$ cat config.mk
export PLATFORM = sky130hd
export DESIGN_NAME = slcd_ram
export DESIGN_NICKNAME = d
export VERILOG_FILES = /design/src/hdl/slcd_pkg.sv /design/src/hdl/slcd_ram.sv
export SDC_FILE = /design/constraint.sdc
export NUM_CORES = 2
export LEC_CHECK = 0
export BUFFER_PORTS_ARGS = -buffer_cell sky130_fd_sc_hd__buf_4
export CORE_ASPECT_RATIO = 0.9
export CORE_MARGIN = 3
export CORE_UTILIZATION = 45
export DETAILED_ROUTE_END_ITERATION = 8
export REMOVE_ABC_BUFFERS = 1
export SYNTH_ARGS = -nofsm -noshare
export SYNTH_HDL_FRONTEND = slang
export SYNTH_SLANG_ARGS = --single-unit
$ cat constraint.sdc
create_clock -name clk -period 4.2 [get_ports clk]
set_input_delay 0.21 -clock clk [delete_from_list [all_inputs] [get_ports clk]]
set_output_delay 0.21 -clock clk [all_outputs]
set_load 0.1 [all_outputs]
$ cat src/hdl/slcd_pkg.sv
// ----------------------------------------------------------------------------
// slcd_pkg
// Shared constants, types and helpers for the serial mono LCD controller.
// ----------------------------------------------------------------------------
package slcd_pkg;

  // Display geometry
  localparam int NumColumns = 84;
  localparam int NumBanks   = 6;
  localparam int RamDepth   = NumColumns * NumBanks;
  localparam int AddrW      = $clog2(RamDepth);
  localparam int ColW       = 7;
  localparam int BankW      = 3;
  localparam int RowW       = 6;
  localparam int NumRows    = NumBanks * 8;

  // Command decode masks and patterns
  localparam logic [7:0] CMD_FSET_MASK = 8'hF8;
  localparam logic [7:0] CMD_FSET      = 8'h20;
  localparam logic [7:0] CMD_DCTL_MASK = 8'hFA;
  localparam logic [7:0] CMD_DCTL      = 8'h08;
  localparam logic [7:0] CMD_BANK_MASK = 8'hF8;
  localparam logic [7:0] CMD_BANK      = 8'h40;
  localparam logic [7:0] CMD_COL_MASK  = 8'h80;
  localparam logic [7:0] CMD_COL       = 8'h80;

  // Display state codes
  localparam logic [2:0] DS_POWER_DOWN = 3'd0;
  localparam logic [2:0] DS_BLANK      = 3'd1;
  localparam logic [2:0] DS_ALL_ON     = 3'd2;
  localparam logic [2:0] DS_NORMAL     = 3'd3;
  localparam logic [2:0] DS_INVERSE    = 3'd4;

  // Controller register file
  typedef struct packed {
    logic [ColW-1:0]  col;
    logic [BankW-1:0] bank;
    logic             ext;
    logic             vert;
    logic             pd;
    logic             d_bit;
    logic             e_bit;
  } ctrl_state_t;

  // One pin sample
  typedef struct packed {
    logic rst_n;
    logic cs_n;
    logic dc;
    logic din;
    logic sclk;
  } pins_t;

  // Display RAM write request
  typedef struct packed {
    logic             en;
    logic [AddrW-1:0] addr;
    logic [7:0]       data;
  } ram_wr_t;

  function automatic logic [2:0] disp_state(input ctrl_state_t s);
    logic [2:0] st;
    priority if (s.pd)      st = DS_POWER_DOWN;
    else if (!s.d_bit)      st = s.e_bit ? DS_ALL_ON : DS_BLANK;
    else                    st = s.e_bit ? DS_INVERSE : DS_NORMAL;
    return st;
  endfunction

endpackage

$ cat src/hdl/slcd_ram.sv
// ----------------------------------------------------------------------------
// slcd_ram
// Display RAM: one write port, one registered read port with enable.
// ----------------------------------------------------------------------------
module slcd_ram (
  input  logic                            clk,
  input  slcd_pkg::ram_wr_t               wr,
  input  logic                            rd_en,
  input  logic [slcd_pkg::AddrW-1:0]      rd_addr,
  output logic [7:0]                      rd_data
);

  logic [7:0] mem [slcd_pkg::RamDepth];

  always_ff @(posedge clk) begin
    if (wr.en) begin
      mem[wr.addr] <= wr.data;
    end
    if (rd_en) begin
      rd_data <= mem[rd_addr];
    end
  end

endmodule

==> flow_metrics.tcl <==
set metrics [dict create \
    postCtsSetupBuffers 0 \
    first_pass_iters 7 \
    cts_buffers 403 \
    via_per_inst 6.17 \
    slowest_stage "o21ai_0" \
    synth_area_um2 157000 \
    cp_data_required_time_ns 4.88 \
    io_buffers 36 \
    yosys_warnings 0 \
    synth-edff-count 4040 \
    wl_per_cell_um 34.0 \
    yosys.area.top_type_share_pct 77.1 \
    track_usage_pct 24.6 \
    start_util_pct 45.3 \
    holdWs_ns 0.0254 \
    synth.most_common_cell "edfxtp_1" \
    maxSlewHeadroom_pct 6.11 \
    grt_pass1_vias 79860 \
    rows 205 \
    hold_path_depth 3 \
    antenna_found_initial 32 \
    layout-drive-gt1-share_pct 27.1 \
    irDropWorstVdd_mv 0.377 \
    clk_latency_ns 1.00 \
    crit_family "multiplexers" \
    cp.buffers_inverters 1 \
    ctsRootBufferMaster "clkbuf_16" \
    final_nets 8081 \
    dp_hpwl_mm 278 \
    crit_path_end_kind "flip-flop" \
    grt_max_degree 145 \
    die_h_um 567 \
    p_leak_nw 57.3 \
    max_freq_mhz 287 \
    path_depth 6 \
    maxCapViolCount 0 \
    dpl.cell_count 12291 \
    instances_no_fill 13056 \
    total_power_mw 84.6 \
    drc 0 \
    syn2layout_area_growth_pct 14.8 \
    io_pins 37 \
    die_area_um2 357000 \
    status "finished clean" \
    hold_path.class "in -> reg" \
    globalRoute.totalOverflow 0 \
    setup_viol 0 \
    power_density_nw_per_um2 468 \
    grt_pass1_wl_mm 626 \
    async_flop_share_pct 0 \
    cp_max_fo 1 \
    hold_viol 0 \
    routed_wl_mm 444 \
    finalSetupTns_ns 0 \
    worst_clock_skew_ns 0.0587 \
    rsz0062_at_grt "false" \
    yosys.area.top_type "edfxtp_1" \
    synth.distinct_cells 62 \
    netlist_instances 7358 \
    slowest_delay_ns 0.85 \
    cts_buffer_depth 4 \
    fin_crit_sh_pct 83.1 \
    finalMaxSlewViolations 0 \
    place_congestion 0.866 \
    synth_flop_cell "edfxtp_1" \
    ys_seq_area_share_pct 77.1 \
    min_period_ns 3.49 \
    fp.dieW_um 629 \
    worstMarginPinSlew_ns 1.40 \
    coreArea_um2 347000 \
    crit_chain "mux4_2, mux4_2, mux4_2, o21ai_0, buf_4, nand4_1" \
    n_fill_cell 27153 \
    ys_seq_elements 4040 \
    synth_common_cells "4040 x edfxtp_1, 927 x mux4_2, 581 x nor2_1, 428 x mux2i_1, 190 x clkbuf_1" \
    clock-sinks 4040 \
    crit_type "reg -> reg" \
    start_kind "flip-flop" \
    vias 80516 \
    synth_area_per_cell_um2 21.4 \
    rr_worst_depth 6 \
    cts.reportedPaths.clkPinSlew_ns 0.06 \
    ant_nets 0 \
    crit_top_cell "mux4_2" \
    cts_tree "built" \
    cp.arrival_ns 4.17 \
    ys_top_cells_by_area "edfxtp_1 77%, mux4_2 13%, mux2i_1 2.7%" \
    drt_iter0_drc 10803 \
    reg2reg_slack_ns 0.71 \
    cts_max_level 5 \
]
==> metrics by stage <==
step                      setup WS [ns]  utilization (%)  cell area, µm²
final                             0.710             52.0          181000
after global routing              0.696             52.0          181000
after CTS                         0.823             52.0          181000
after detailed placement         -0.163             48.2          167000
after global placement           -0.107             48.2          167000
after floorplan                  -0.834                -          154000
==> layer usage <==
layer  global-route usage, %  up-vias  share of wire, %
met5                       0        -             0.023
met4                    7.63       14               3.4
met3                    4.63      727               9.5
met2                    37.9     4210                47
met1                    35.9    43232                41
li1                        -    32333                 -
==> registers in the layout, indices dropped and copies added (netlist names) <==
| register | cells |
|---|---|
| mem | 4032 |
| rd_data | 8 |
==> cells in the final DEF (no fill, tap or decap), types with 70 or more instances in the layout <==
cell          n
nand2_1     115
edfxtp_1   4040
mux2i_1     428
mux4_2      927
buf_4       609
o221ai_1    144
buf_12      111
o22ai_1     109
o21ai_0      94
nor2_1      575
clkinv_2     72
a21oi_1     110
clkinv_1    111
clkbuf_1     70
clkbuf_16   409
==> logic make-up after synthesis <==
logic type	Yosys count	share of synthesized area, %
and+or+nand+nor	877	2.31
muxes	1367	16.1
DFF	4040	77.1
AOI/OAI and AO/OA	611	2.66
buffers and inverters	463	1.83
==> worst reg2reg max path: stages (launching register included) <==
cell      delay (ns)
edfxtp_1        0.37
mux4_2          0.50
mux4_2          0.55
mux4_2          0.61
o21ai_0         0.85
buf_4           0.25
nand4_1         0.07
==> layout make-up <==
class	count	area [µm²]	area share, %
sequential	4040	121000	67.2
multi-input combinational	2855	33300	18.4
clock buffer	479	10500	5.81
timing repair buffer	746	7130	3.95
tap	4657	5830	3.23
clock inverter	263	2480	1.37
inverter	6	37.5	0.0208
antenna	10	25.0	0.0139
==> power breakdown <==
part / internal (mW) / switching (mW)
Clock: 20.1 / 15.4
Combinational: 1.62 / 3.09
Sequential: 44.4 / 0.0389
==> worst paths after layout <==
kind | endpoint | from
max reg2reg | rd_data[5]$_DFFE_PP_ | mem[118][5]$_DFFE_PP_
max | rd_data[5]$_DFFE_PP_ | mem[118][5]$_DFFE_PP_
min | rd_data[0]$_DFFE_PP_ | rd_addr[7]
min reg2reg | rd_data[3]$_DFFE_PP_ | mem[310][3]$_DFFE_PP_
==> timing repair <==
| item | in CTS | in global routing |
|---|---|---|
| hold endpoints to repair | 795 | 0 |
| gates resized for setup | 0 | 0 |
| hold buffers | 13 | 0 |
Note: power is estimated with default switching activity, not from simulation.
