**src/hdl/slcd_pkg.sv**
```systemverilog
// ----------------------------------------------------------------------------
// slcd_pkg
// Shared constants, types and helpers for the serial mono LCD controller.
// ----------------------------------------------------------------------------
package slcd_pkg;

  // Display geometry
  localparam int NumColumns = 84;
  localparam int NumBanks   = 6;
  localparam int RamDepth   = NumColumns * NumBanks;
  localparam int AddrW      = $clog2(RamDepth);
  localparam int ColW       = 7;
  localparam int BankW      = 3;
  localparam int RowW       = 6;
  localparam int NumRows    = NumBanks * 8;

  // Command decode masks and patterns
  localparam logic [7:0] CMD_FSET_MASK = 8'hF8;
  localparam logic [7:0] CMD_FSET      = 8'h20;
  localparam logic [7:0] CMD_DCTL_MASK = 8'hFA;
  localparam logic [7:0] CMD_DCTL      = 8'h08;
  localparam logic [7:0] CMD_BANK_MASK = 8'hF8;
  localparam logic [7:0] CMD_BANK      = 8'h40;
  localparam logic [7:0] CMD_COL_MASK  = 8'h80;
  localparam logic [7:0] CMD_COL       = 8'h80;

  // Display state codes
  localparam logic [2:0] DS_POWER_DOWN = 3'd0;
  localparam logic [2:0] DS_BLANK      = 3'd1;
  localparam logic [2:0] DS_ALL_ON     = 3'd2;
  localparam logic [2:0] DS_NORMAL     = 3'd3;
  localparam logic [2:0] DS_INVERSE    = 3'd4;

  // Controller register file
  typedef struct packed {
    logic [ColW-1:0]  col;
    logic [BankW-1:0] bank;
    logic             ext;
    logic             vert;
    logic             pd;
    logic             d_bit;
    logic             e_bit;
  } ctrl_state_t;

  // One pin sample
  typedef struct packed {
    logic rst_n;
    logic cs_n;
    logic dc;
    logic din;
    logic sclk;
  } pins_t;

  // Display RAM write request
  typedef struct packed {
    logic             en;
    logic [AddrW-1:0] addr;
    logic [7:0]       data;
  } ram_wr_t;

  function automatic logic [2:0] disp_state(input ctrl_state_t s);
    logic [2:0] st;
    priority if (s.pd)      st = DS_POWER_DOWN;
    else if (!s.d_bit)      st = s.e_bit ? DS_ALL_ON : DS_BLANK;
    else                    st = s.e_bit ? DS_INVERSE : DS_NORMAL;
    return st;
  endfunction

endpackage

```
**src/hdl/slcd_regs.sv**
```systemverilog
// ----------------------------------------------------------------------------
// slcd_regs
// Serial shifter, command decoder and address counters of the controller.
// ----------------------------------------------------------------------------
module slcd_regs (
  input  logic                   clk,
  input  logic                   rst,
  input  logic                   step,
  input  slcd_pkg::pins_t        pins,
  output slcd_pkg::ctrl_state_t  state,
  output slcd_pkg::ram_wr_t      wr
);

  logic [7:0]            shift_byte, shift_byte_next;
  logic [2:0]            bit_count, bit_count_next;
  logic                  last_clock, last_clock_next;
  slcd_pkg::ctrl_state_t state_next;

  logic [7:0]                 sb;
  logic [slcd_pkg::ColW:0]    col_inc;
  logic [slcd_pkg::BankW:0]   bank_inc;
  logic [slcd_pkg::BankW:0]   cmd_bank;
  logic [slcd_pkg::ColW:0]    cmd_col;

  assign sb       = {shift_byte[7:1], pins.din};
  assign col_inc  = {1'b0, state.col} + 1'b1;
  assign bank_inc = {1'b0, state.bank} + 1'b1;
  assign cmd_bank = {1'b0, sb[2:0]};
  assign cmd_col  = {1'b0, sb[6:0]};

  // Next-state logic for one pin sample
  always_comb begin
    shift_byte_next = shift_byte;
    bit_count_next  = bit_count;
    last_clock_next = last_clock;
    state_next      = state;
    wr.en           = 1'b0;
    wr.addr         = slcd_pkg::AddrW'(state.bank) * slcd_pkg::AddrW'(slcd_pkg::NumColumns)
                    + slcd_pkg::AddrW'(state.col);
    wr.data         = sb;
    if (step) begin
      priority if (!pins.rst_n) begin
        shift_byte_next  = '0;
        bit_count_next   = '0;
        state_next       = '0;
        state_next.pd    = 1'b1;
      end else if (pins.cs_n) begin
        shift_byte_next = '0;
        bit_count_next  = '0;
      end else if (!pins.sclk) begin
        last_clock_next = 1'b0;
      end else if (!last_clock) begin
        last_clock_next = 1'b1;
        if (bit_count == 3'd7) begin
          shift_byte_next = sb;
          bit_count_next  = '0;
          if (pins.dc) begin
            // data byte: write, then auto-increment
            wr.en = 1'b1;
            if (state.vert) begin
              if (bank_inc >= (slcd_pkg::BankW+1)'(slcd_pkg::NumBanks)) begin
                state_next.bank = '0;
                state_next.col  = (col_inc >= (slcd_pkg::ColW+1)'(slcd_pkg::NumColumns))
                                ? '0 : col_inc[slcd_pkg::ColW-1:0];
              end else begin
                state_next.bank = bank_inc[slcd_pkg::BankW-1:0];
              end
            end else begin
              if (col_inc >= (slcd_pkg::ColW+1)'(slcd_pkg::NumColumns)) begin
                state_next.col  = '0;
                state_next.bank = (bank_inc >= (slcd_pkg::BankW+1)'(slcd_pkg::NumBanks))
                                ? '0 : bank_inc[slcd_pkg::BankW-1:0];
              end else begin
                state_next.col = col_inc[slcd_pkg::ColW-1:0];
              end
            end
          end else begin
            // command decode
            priority if ((sb & slcd_pkg::CMD_FSET_MASK) == slcd_pkg::CMD_FSET) begin
              state_next.ext  = sb[0];
              state_next.vert = sb[1];
              state_next.pd   = sb[2];
            end else if (state.ext) begin
              // extended set: ignored
            end else if ((sb & slcd_pkg::CMD_DCTL_MASK) == slcd_pkg::CMD_DCTL) begin
              state_next.d_bit = sb[2];
              state_next.e_bit = sb[0];
            end else if ((sb & slcd_pkg::CMD_BANK_MASK) == slcd_pkg::CMD_BANK) begin
              if (cmd_bank < (slcd_pkg::BankW+1)'(slcd_pkg::NumBanks)) begin
                state_next.bank = sb[slcd_pkg::BankW-1:0];
              end
            end else if ((sb & slcd_pkg::CMD_COL_MASK) == slcd_pkg::CMD_COL) begin
              if (cmd_col < (slcd_pkg::ColW+1)'(slcd_pkg::NumColumns)) begin
                state_next.col = sb[slcd_pkg::ColW-1:0];
              end
            end else begin
              // unknown command: ignored
            end
          end
        end else begin
          shift_byte_next = {sb[6:0], 1'b0};
          bit_count_next  = bit_count + 3'd1;
        end
      end else begin
        // sclk held high: nothing
      end
    end
  end

  always_ff @(posedge clk) begin
    if (rst) begin
      shift_byte <= '0;
      bit_count  <= '0;
      last_clock <= 1'b0;
      state      <= '{col: '0, bank: '0, ext: 1'b0, vert: 1'b0, pd: 1'b1,
                      d_bit: 1'b0, e_bit: 1'b0};
    end else begin
      shift_byte <= shift_byte_next;
      bit_count  <= bit_count_next;
      last_clock <= last_clock_next;
      state      <= state_next;
    end
  end

endmodule

```
**config.mk**
```make
export PLATFORM = sky130hd
export DESIGN_NAME = slcd_regs
export DESIGN_NICKNAME = d
export VERILOG_FILES = /design/src/hdl/slcd_pkg.sv /design/src/hdl/slcd_regs.sv
export SDC_FILE = /design/constraint.sdc
export NUM_CORES = 1
export LEC_CHECK = 0
export BUFFER_PORTS_ARGS = -buffer_cell sky130_fd_sc_hd__buf_2
export CORE_MARGIN = 2
export CORE_UTILIZATION = 59
export DETAILED_ROUTE_END_ITERATION = 10
export PLACE_DENSITY = 0.86
export SYNTH_ARGS = -nofsm -noshare
export SYNTH_HDL_FRONTEND = slang
export SYNTH_SLANG_ARGS = --single-unit
```
**constraint.sdc**
```tcl
create_clock -name clk -period 3.1 [get_ports clk]
set_input_delay 0.155 -clock clk [delete_from_list [all_inputs] [get_ports clk]]
set_output_delay 0.155 -clock clk [all_outputs]
set_load 0.05 [all_outputs]
```
==> results of run 1 <==
per-stage QoR:
| step | instances | power, W | setup slack (ns) |
|---|---|---|---|
| floorplan | 230 | 0.000408 | 0.114 |
| global placement | 303 | 0.000423 | 0.856 |
| detailed placement | 303 | 0.000424 | 0.788 |
| CTS | 307 | 0.000593 | 0.400 |
| global route | 307 | 0.000613 | 0.196 |
| finish | 307 | 0.000589 | 0.417 |
worst max path at each step:
stage	slack, ns	to	start
3_5_place_dp	0.79	wr[16]	state[5]$_SDFFE_PP0P_
4_1_cts	0.40	wr[16]	state[5]$_SDFFE_PP0P_
5_1_grt	0.20	wr[16]	state[7]$_SDFFE_PP0P_
6_report	0.42	wr[16]	state[5]$_SDFFE_PP0P_
3_3_place_gp	0.86	wr[16]	state[5]$_SDFFE_PP0P_
2_1_floorplan	0.11	wr[16]	state[7]$_SDFFE_PP0P_
worst min-delay path: stages:
cell and delay (ns):
buf_2 0.08, mux2i_1 0.06, nor2_1 0.08
power groups by stage:
stage,registers (W),logic (W),clock network (W)
after floorplan,0.000353,0.0000543,0
after global placement,0.000347,0.0000754,0
after detailed placement,0.000348,0.0000762,0
after CTS,0.000340,0.0000764,0.000176
after global routing,0.000341,0.0000838,0.000188
final,0.000340,0.0000771,0.000171
sequential cells by signal, summed over array words and instances, names as in the netlist:
name        flops
state          15
shift_byte      7
bit_count       3
last_clock      1
kinds of logic after synthesis:
family                   after synthesis
AND/OR/NAND/NOR                       89
multiplexers                           5
AO/OA/AOI/OAI                         63
buffers and inverters                 26
XOR/XNOR                               7
adder cells (fa/ha/maj)               14
flip-flops                            26
layout by cell type, fill, tap and decap left out, types with 2 or more instances in the layout:
master    synthesis  final
mux2_2            2      2
inv_1            14     14
clkbuf_4          1      3
o21ai_1           2      2
o22ai_1           5      5
o21bai_1          2      2
o32ai_1           2      2
buf_2             1     40
o21a_1            2      2
a21o_1            2      2
xnor2_1           4      4
o21ai_0           7      7
nand3b_1          3      3
a31oi_1           8      8
a41oi_1           3      3
and2_1            2      2
a21oi_1           6      6
nand2b_1          4      4
o31ai_1           2      2
nand4_1           5      5
and3_1            2      2
nor3_1            2      2
ha_1             13     13
a311o_1           2      2
nor2_1           24     24
dfxtp_1          26     26
xor2_1            3      3
nand2_1          24     24
nand3_1           6      6
a22oi_1          10     10
mux2i_1           3      3
nor2b_1           2      2
per-layer routing:
layer / vias to the layer above / wire (um) / GRT usage [%]
met1: 867 / 2030 / 33.3
met5: - / 0 / 0
met3: 6 / 196 / 3.41
li1: 908 / - / -
met2: 62 / 2030 / 45.0
met4: 0 / 54 / 7.45
layout make-up:
class / instances / area (sq um)
flip-flops and latches: 26 / 520
repair buffers: 41 / 208
well taps: 44 / 55.1
fillers: 264 / 940
multi-input cells: 178 / 1240
inverters: 14 / 52.6
clock buffers: 4 / 36.3
==> flow_metrics.env, run 1 <==
export IMPL_cts_sinks=26
export IMPL_clk_latency_ns=0.32
export IMPL_syn_inst=230
export IMPL_initial_utilization_pct=61.8
export IMPL_finalWirelength_mm=4.31
export IMPL_core_area_sq_um=3050
export IMPL_clk_pin_slew_ns=0.14
export IMPL_cts_resized=0
export IMPL_ys_seq_area_share_pct=27.6
export IMPL_timing_rr_start="state[8]$_SDFFE_PP0P_"
export IMPL_cts_root_buffer="clkbuf_4"
export IMPL_fin_crit_sh_pct=86.6
export IMPL_cts_hold_buf=0
export IMPL_relSlewSlack_pct=65.5
export IMPL_syn_nets=252
export IMPL_async_flop_share_pct=0
export IMPL_fin_area_sq_um=2110
export IMPL_num_rows=20
export IMPL_grt_pass1_vias=1712
export IMPL_yosys_area_top_type_share_pct=27.6
export IMPL_power_density_nw_per_um2=278
export IMPL_dieWidth_um=60.6
export IMPL_vias=1843
export IMPL_synthSimpleGateAreaFrac_pct=24.3
export IMPL_netlist_area_sq_um=1890
export IMPL_cts_buffers=3
export IMPL_final_antenna_net_count=0
export IMPL_antenna_found_initial=0
export IMPL_timing_rr_end="state[7]$_SDFFE_PP0P_"
export IMPL_ff2ff_setup_slack_ns=0.77
export IMPL_layout_drive_gt1_share_pct=21.7
export IMPL_swShare_pct=26.6
export IMPL_timing_critical_path_cells="ha_1 > ha_1 > ha_1 > inv_1 > o21ai_0 > a21o_1 > nand2_1 > xnor2_1 > buf_2"
export IMPL_dr_pass1_iters=4
export IMPL_synth_commonest_cells="dfxtp_1 (26), nand2_1 (24), nor2_1 (24)"
export IMPL_grt_pass1_wl_mm=7.36
export IMPL_fin_skew_ns=0.00446
export IMPL_critPathMaxFanout=7
export IMPL_tritoncts="yes"
export IMPL_htreeDepth=1
export IMPL_setup_viol=0
export IMPL_ys_seq_elements=26
export IMPL_internal_power_w=0.000432
export IMPL_ios=41
export IMPL_power_leakage_nw=0.964
export IMPL_synth_top_family_by_area="compound AO/OA/AOI/OAI gates"
export IMPL_hold_path_startpoint="pins[0]"
export IMPL_synth_edf_count=0
export IMPL_startpoint_type="flop"
export IMPL_post_route_util_pct=69.2
export IMPL_whs_ns=0.0864
export IMPL_drv_slew=0
export IMPL_cpMostUsedCell="ha_1"
export IMPL_arrival_ns=2.53
export IMPL_io_buffer_count=40
export IMPL_vdd_drop_max_mv=0.237
export IMPL_viasPerCell=6.00
export IMPL_gr_total_overflow=0
export IMPL_synth_area_leader_cell="dfxtp_1"
export IMPL_place_hpwl_mm=3.21
export IMPL_area_growth_pct=11.9
export IMPL_path_depth=9
export IMPL_synth_fa_ha_area_share_pct=9.68
export IMPL_synth_flop_cell="dfxtp_1"
export IMPL_grt_use_total_pct=25.8
export IMPL_detail_route_wl_per_cell_um=14.0
export IMPL_drt_iter0_markers=114
export IMPL_tns_ns=0
export IMPL_post_dp_cell_area_sq_um=2080
export IMPL_synthMuxAreaShare_pct=2.78
export IMPL_post_route_drc_count=0
export IMPL_cp_required_ns=2.94
export IMPL_worst_pin_slew_ns=0.515
export IMPL_path_class="reg2out"
export IMPL_hold_path_cell_count=3
export IMPL_r2r_cells=8
export IMPL_postCtsSetupBuffers=0
export IMPL_switchingPower_w=0.000156
export IMPL_crit_buf_inv=2
export IMPL_synth_compound_area_share_pct=25.7
export IMPL_ys_warn_count=0
export IMPL_hold_path_class="in2reg"
export IMPL_yosysMostFrequentCell="dfxtp_1"
export IMPL_nets=286
export IMPL_min_to="last_clock$_SDFFE_PP0P_"
export IMPL_synth_area_leaders="dfxtp_1 (28%), ha_1 (8.6%), nand2_1 (4.8%)"
export IMPL_cp_top_family="adder cells"
export IMPL_crit_path_top_delay_cell="dfxtp_1"
export IMPL_synth_cell_types=61
export IMPL_dieHeight_um=60.6
export IMPL_cts_buffer_depth=2
export IMPL_maxCapViolations=0
export IMPL_syn_avg_cell_area_sq_um=8.21
export IMPL_critical_path_max_stage_delay_ns=0.50
export IMPL_antenna_cells=0
export IMPL_gp_congestion=0.886
export IMPL_status="finished clean"
export IMPL_synth_xor_area_share_pct=3.25
export IMPL_fmax_mhz=373
export IMPL_seq_power_share_pct=57.8
export IMPL_fin_crit_ns=2.68
export IMPL_clkPwrFrac_pct=29.1
export IMPL_die_area_sq_um=3670
export IMPL_grt_max_degree=29
export IMPL_finalHoldViolations=0
export IMPL_p_comb_share_pct=13.1
export IMPL_rsz0062_at_grt="no"
export IMPL_critPathCaptureType="output port"
Note: power is estimated with default switching activity, not from simulation.
==> run 2: changes to the inputs <==
==> constraint.sdc (replaced) <==
create_clock -name clk -period 3.1 [get_ports clk]
set_input_delay 0.62 -clock clk [delete_from_list [all_inputs] [get_ports clk]]
set_output_delay 0.62 -clock clk [all_outputs]
set_load 0.05 [all_outputs]
==> run 2 against run 1 <==
Clock-buffer cell count shrank 1. Clock power down 17%. Flip-flop and latch count unchanged. Critical path depth stayed put. Largest power group unchanged. Sequential power is essentially flat. Design area increased by 0.47%. Critical path type unchanged. Fmax is 9.6% lower.
==> flow_metrics.env, run 2 (synthesis gave the netlist of run 1 again) <==
export IMPL_arrival_ns=2.35
export IMPL_gp_congestion=0.884
export IMPL_multiInputGateArea_sq_um=1260
export IMPL_grt_pass1_vias=1637
export IMPL_grt_max_degree=29
export IMPL_worst_pin_slew_ns=0.536
export IMPL_dp_slack_ns=0.301
export IMPL_clkPwrFrac_pct=25.4
export IMPL_cts_buffer_depth=2
export IMPL_maxCapViolations=0
export IMPL_post_route_drc_count=0
export IMPL_finalHoldViolations=0
export IMPL_antenna_cells=0
export IMPL_grt_pass1_wl_mm=7.00
export IMPL_die_area_sq_um=3670
export IMPL_nets=286
export IMPL_rsz0062_at_grt="yes"
export IMPL_critPathMaxFanout=7
export IMPL_final_antenna_net_count=0
export IMPL_htreeDepth=1
export IMPL_switchingPower_w=0.000153
export IMPL_dieWidth_um=60.6
export IMPL_p_comb_share_pct=13.7
export IMPL_hold_path_class="reg2reg"
export IMPL_ff_latch_area_sq_um=524
export IMPL_fin_area_sq_um=2120
export IMPL_power_density_nw_per_um2=263
export IMPL_area_growth_pct=12.5
export IMPL_r2r_cells=8
export IMPL_regMostFlops="state"
export IMPL_fin_crit_ns=2.97
export IMPL_fin_cells=306
export IMPL_grt_use_total_pct=24.9
export IMPL_initial_utilization_pct=61.8
export IMPL_viasPerCell=5.97
export IMPL_cts_sinks=26
export IMPL_finalWirelength_mm=4.34
export IMPL_dr_pass1_iters=4
export IMPL_path_class="reg2out"
export IMPL_numPlacedInstances=303
export IMPL_gr_total_overflow=0
export IMPL_fin_skew_ns=0.0117
export IMPL_io_buffer_count=40
export IMPL_layout_commonest_cell="buf_2"
export IMPL_antenna_found_initial=0
export IMPL_largest_register_ffs=15
export IMPL_tritoncts="yes"
export IMPL_post_dp_cell_area_sq_um=2090
export IMPL_clk_latency_ns=0.33
export IMPL_startpoint_type="flop"
export IMPL_vdd_drop_max_mv=0.237
export IMPL_place_hpwl_mm=3.23
export IMPL_ff2ff_setup_slack_ns=0.75
export IMPL_power_leakage_nw=0.976
export IMPL_layout_drive_gt1_share_pct=23.3
export IMPL_ios=41
export IMPL_relSlewSlack_pct=64.1
export IMPL_fmax_mhz=337
export IMPL_drv_slew=0
export IMPL_tns_ns=0
export IMPL_status="finished clean"
export IMPL_fin_crit_sh_pct=95.8
export IMPL_internal_power_w=0.000406
export IMPL_cts_buffers=3
export IMPL_num_rows=20
export IMPL_dieHeight_um=60.6
export IMPL_mostFrequentLayoutCells="buf_2 (38), nand2_1 (24), nor2_1 (24)"
export IMPL_whs_ns=0.458
export IMPL_setup_viol=0
export IMPL_cp_required_ns=2.48
export IMPL_core_area_sq_um=3050
export IMPL_swShare_pct=27.4
export IMPL_vias=1828
export IMPL_critPathCaptureType="output port"
export IMPL_reg_top3="state (15), shift_byte (7), bit_count (3)"
export IMPL_detail_route_wl_per_cell_um=14.2
export IMPL_hold_path_cell_count=2
export IMPL_cts_root_buffer="clkbuf_4"
export IMPL_drt_iter0_markers=113
export IMPL_finalWorstSetupSlack_ns=0.131
export IMPL_fillCellCount=281
export IMPL_clk_pin_slew_ns=0.14
export IMPL_seq_power_share_pct=60.9
-- run 2: changes by cell type in the layout (fill, tap and decap cells not counted), sizes merged --
cell / before / now
buf: 41 / 40
-- run 2: final timing paths --
check,from,end
worst max-delay path,state[5]$_SDFFE_PP0P_,wr[16]
worst min-delay path,state[1]$_SDFFE_PP0P_,state[1]$_SDFFE_PP0P_
worst max register to register,state[8]$_SDFFE_PP0P_,state[7]$_SDFFE_PP0P_
worst min register to register,state[1]$_SDFFE_PP0P_,state[1]$_SDFFE_PP0P_
-- run 2: power groups by stage --
stage	combinational (W)	clock (W)	sequential, W
5_1_grt	0.0000835	0.000154	0.000341
3_3_place_gp	0.0000750	0	0.000347
3_5_place_dp	0.0000763	0	0.000347
4_1_cts	0.0000763	0.000144	0.000340
2_1_floorplan	0.0000543	0	0.000353
6_report	0.0000767	0.000142	0.000340
-- run 2: routing by layer --
layer,track usage [%],vias up,part of all wire [%]
met5,0,-,0
met4,8.07,0,1.2
met3,2.99,6,3.9
met2,46.7,54,48
met1,29.3,859,46
li1,-,909,-
-- run 2: layout make-up --
class / count / share of cell area (%)
Timing Repair Buffer: 41 / 10.0
Multi-Input combinational cell: 178 / 59.2
Clock buffer: 3 / 1.06
Sequential cell: 26 / 24.7
Tap cell: 44 / 2.59
Inverter: 14 / 2.47
-- run 2: metrics by stage --
step	power [W]	util, %
2_1_floorplan	0.000408	-
4_1_cts	0.000561	69.3
3_5_place_dp	0.000424	68.5
3_3_place_gp	0.000422	68.5
6_report	0.000559	69.5
5_1_grt	0.000578	69.5
-- run 2: repair_timing --
action                                  in CTS  in global routing
gates cloned                                 0                  0
buffers inserted                             0                  0
gates resized for setup                      2                  4
endpoints found under the setup margin       1                  2
hold buffers                                 0                  0
-- run 2: worst max-delay path, stage by stage (launching register included) --
cell	delay, ns
dfxtp_2	0.38
ha_1	0.21
ha_1	0.32
ha_1	0.33
inv_1	0.05
o21ai_1	0.18
a21o_1	0.14
nand2_1	0.08
xnor2_2	0.13
buf_4	0.21
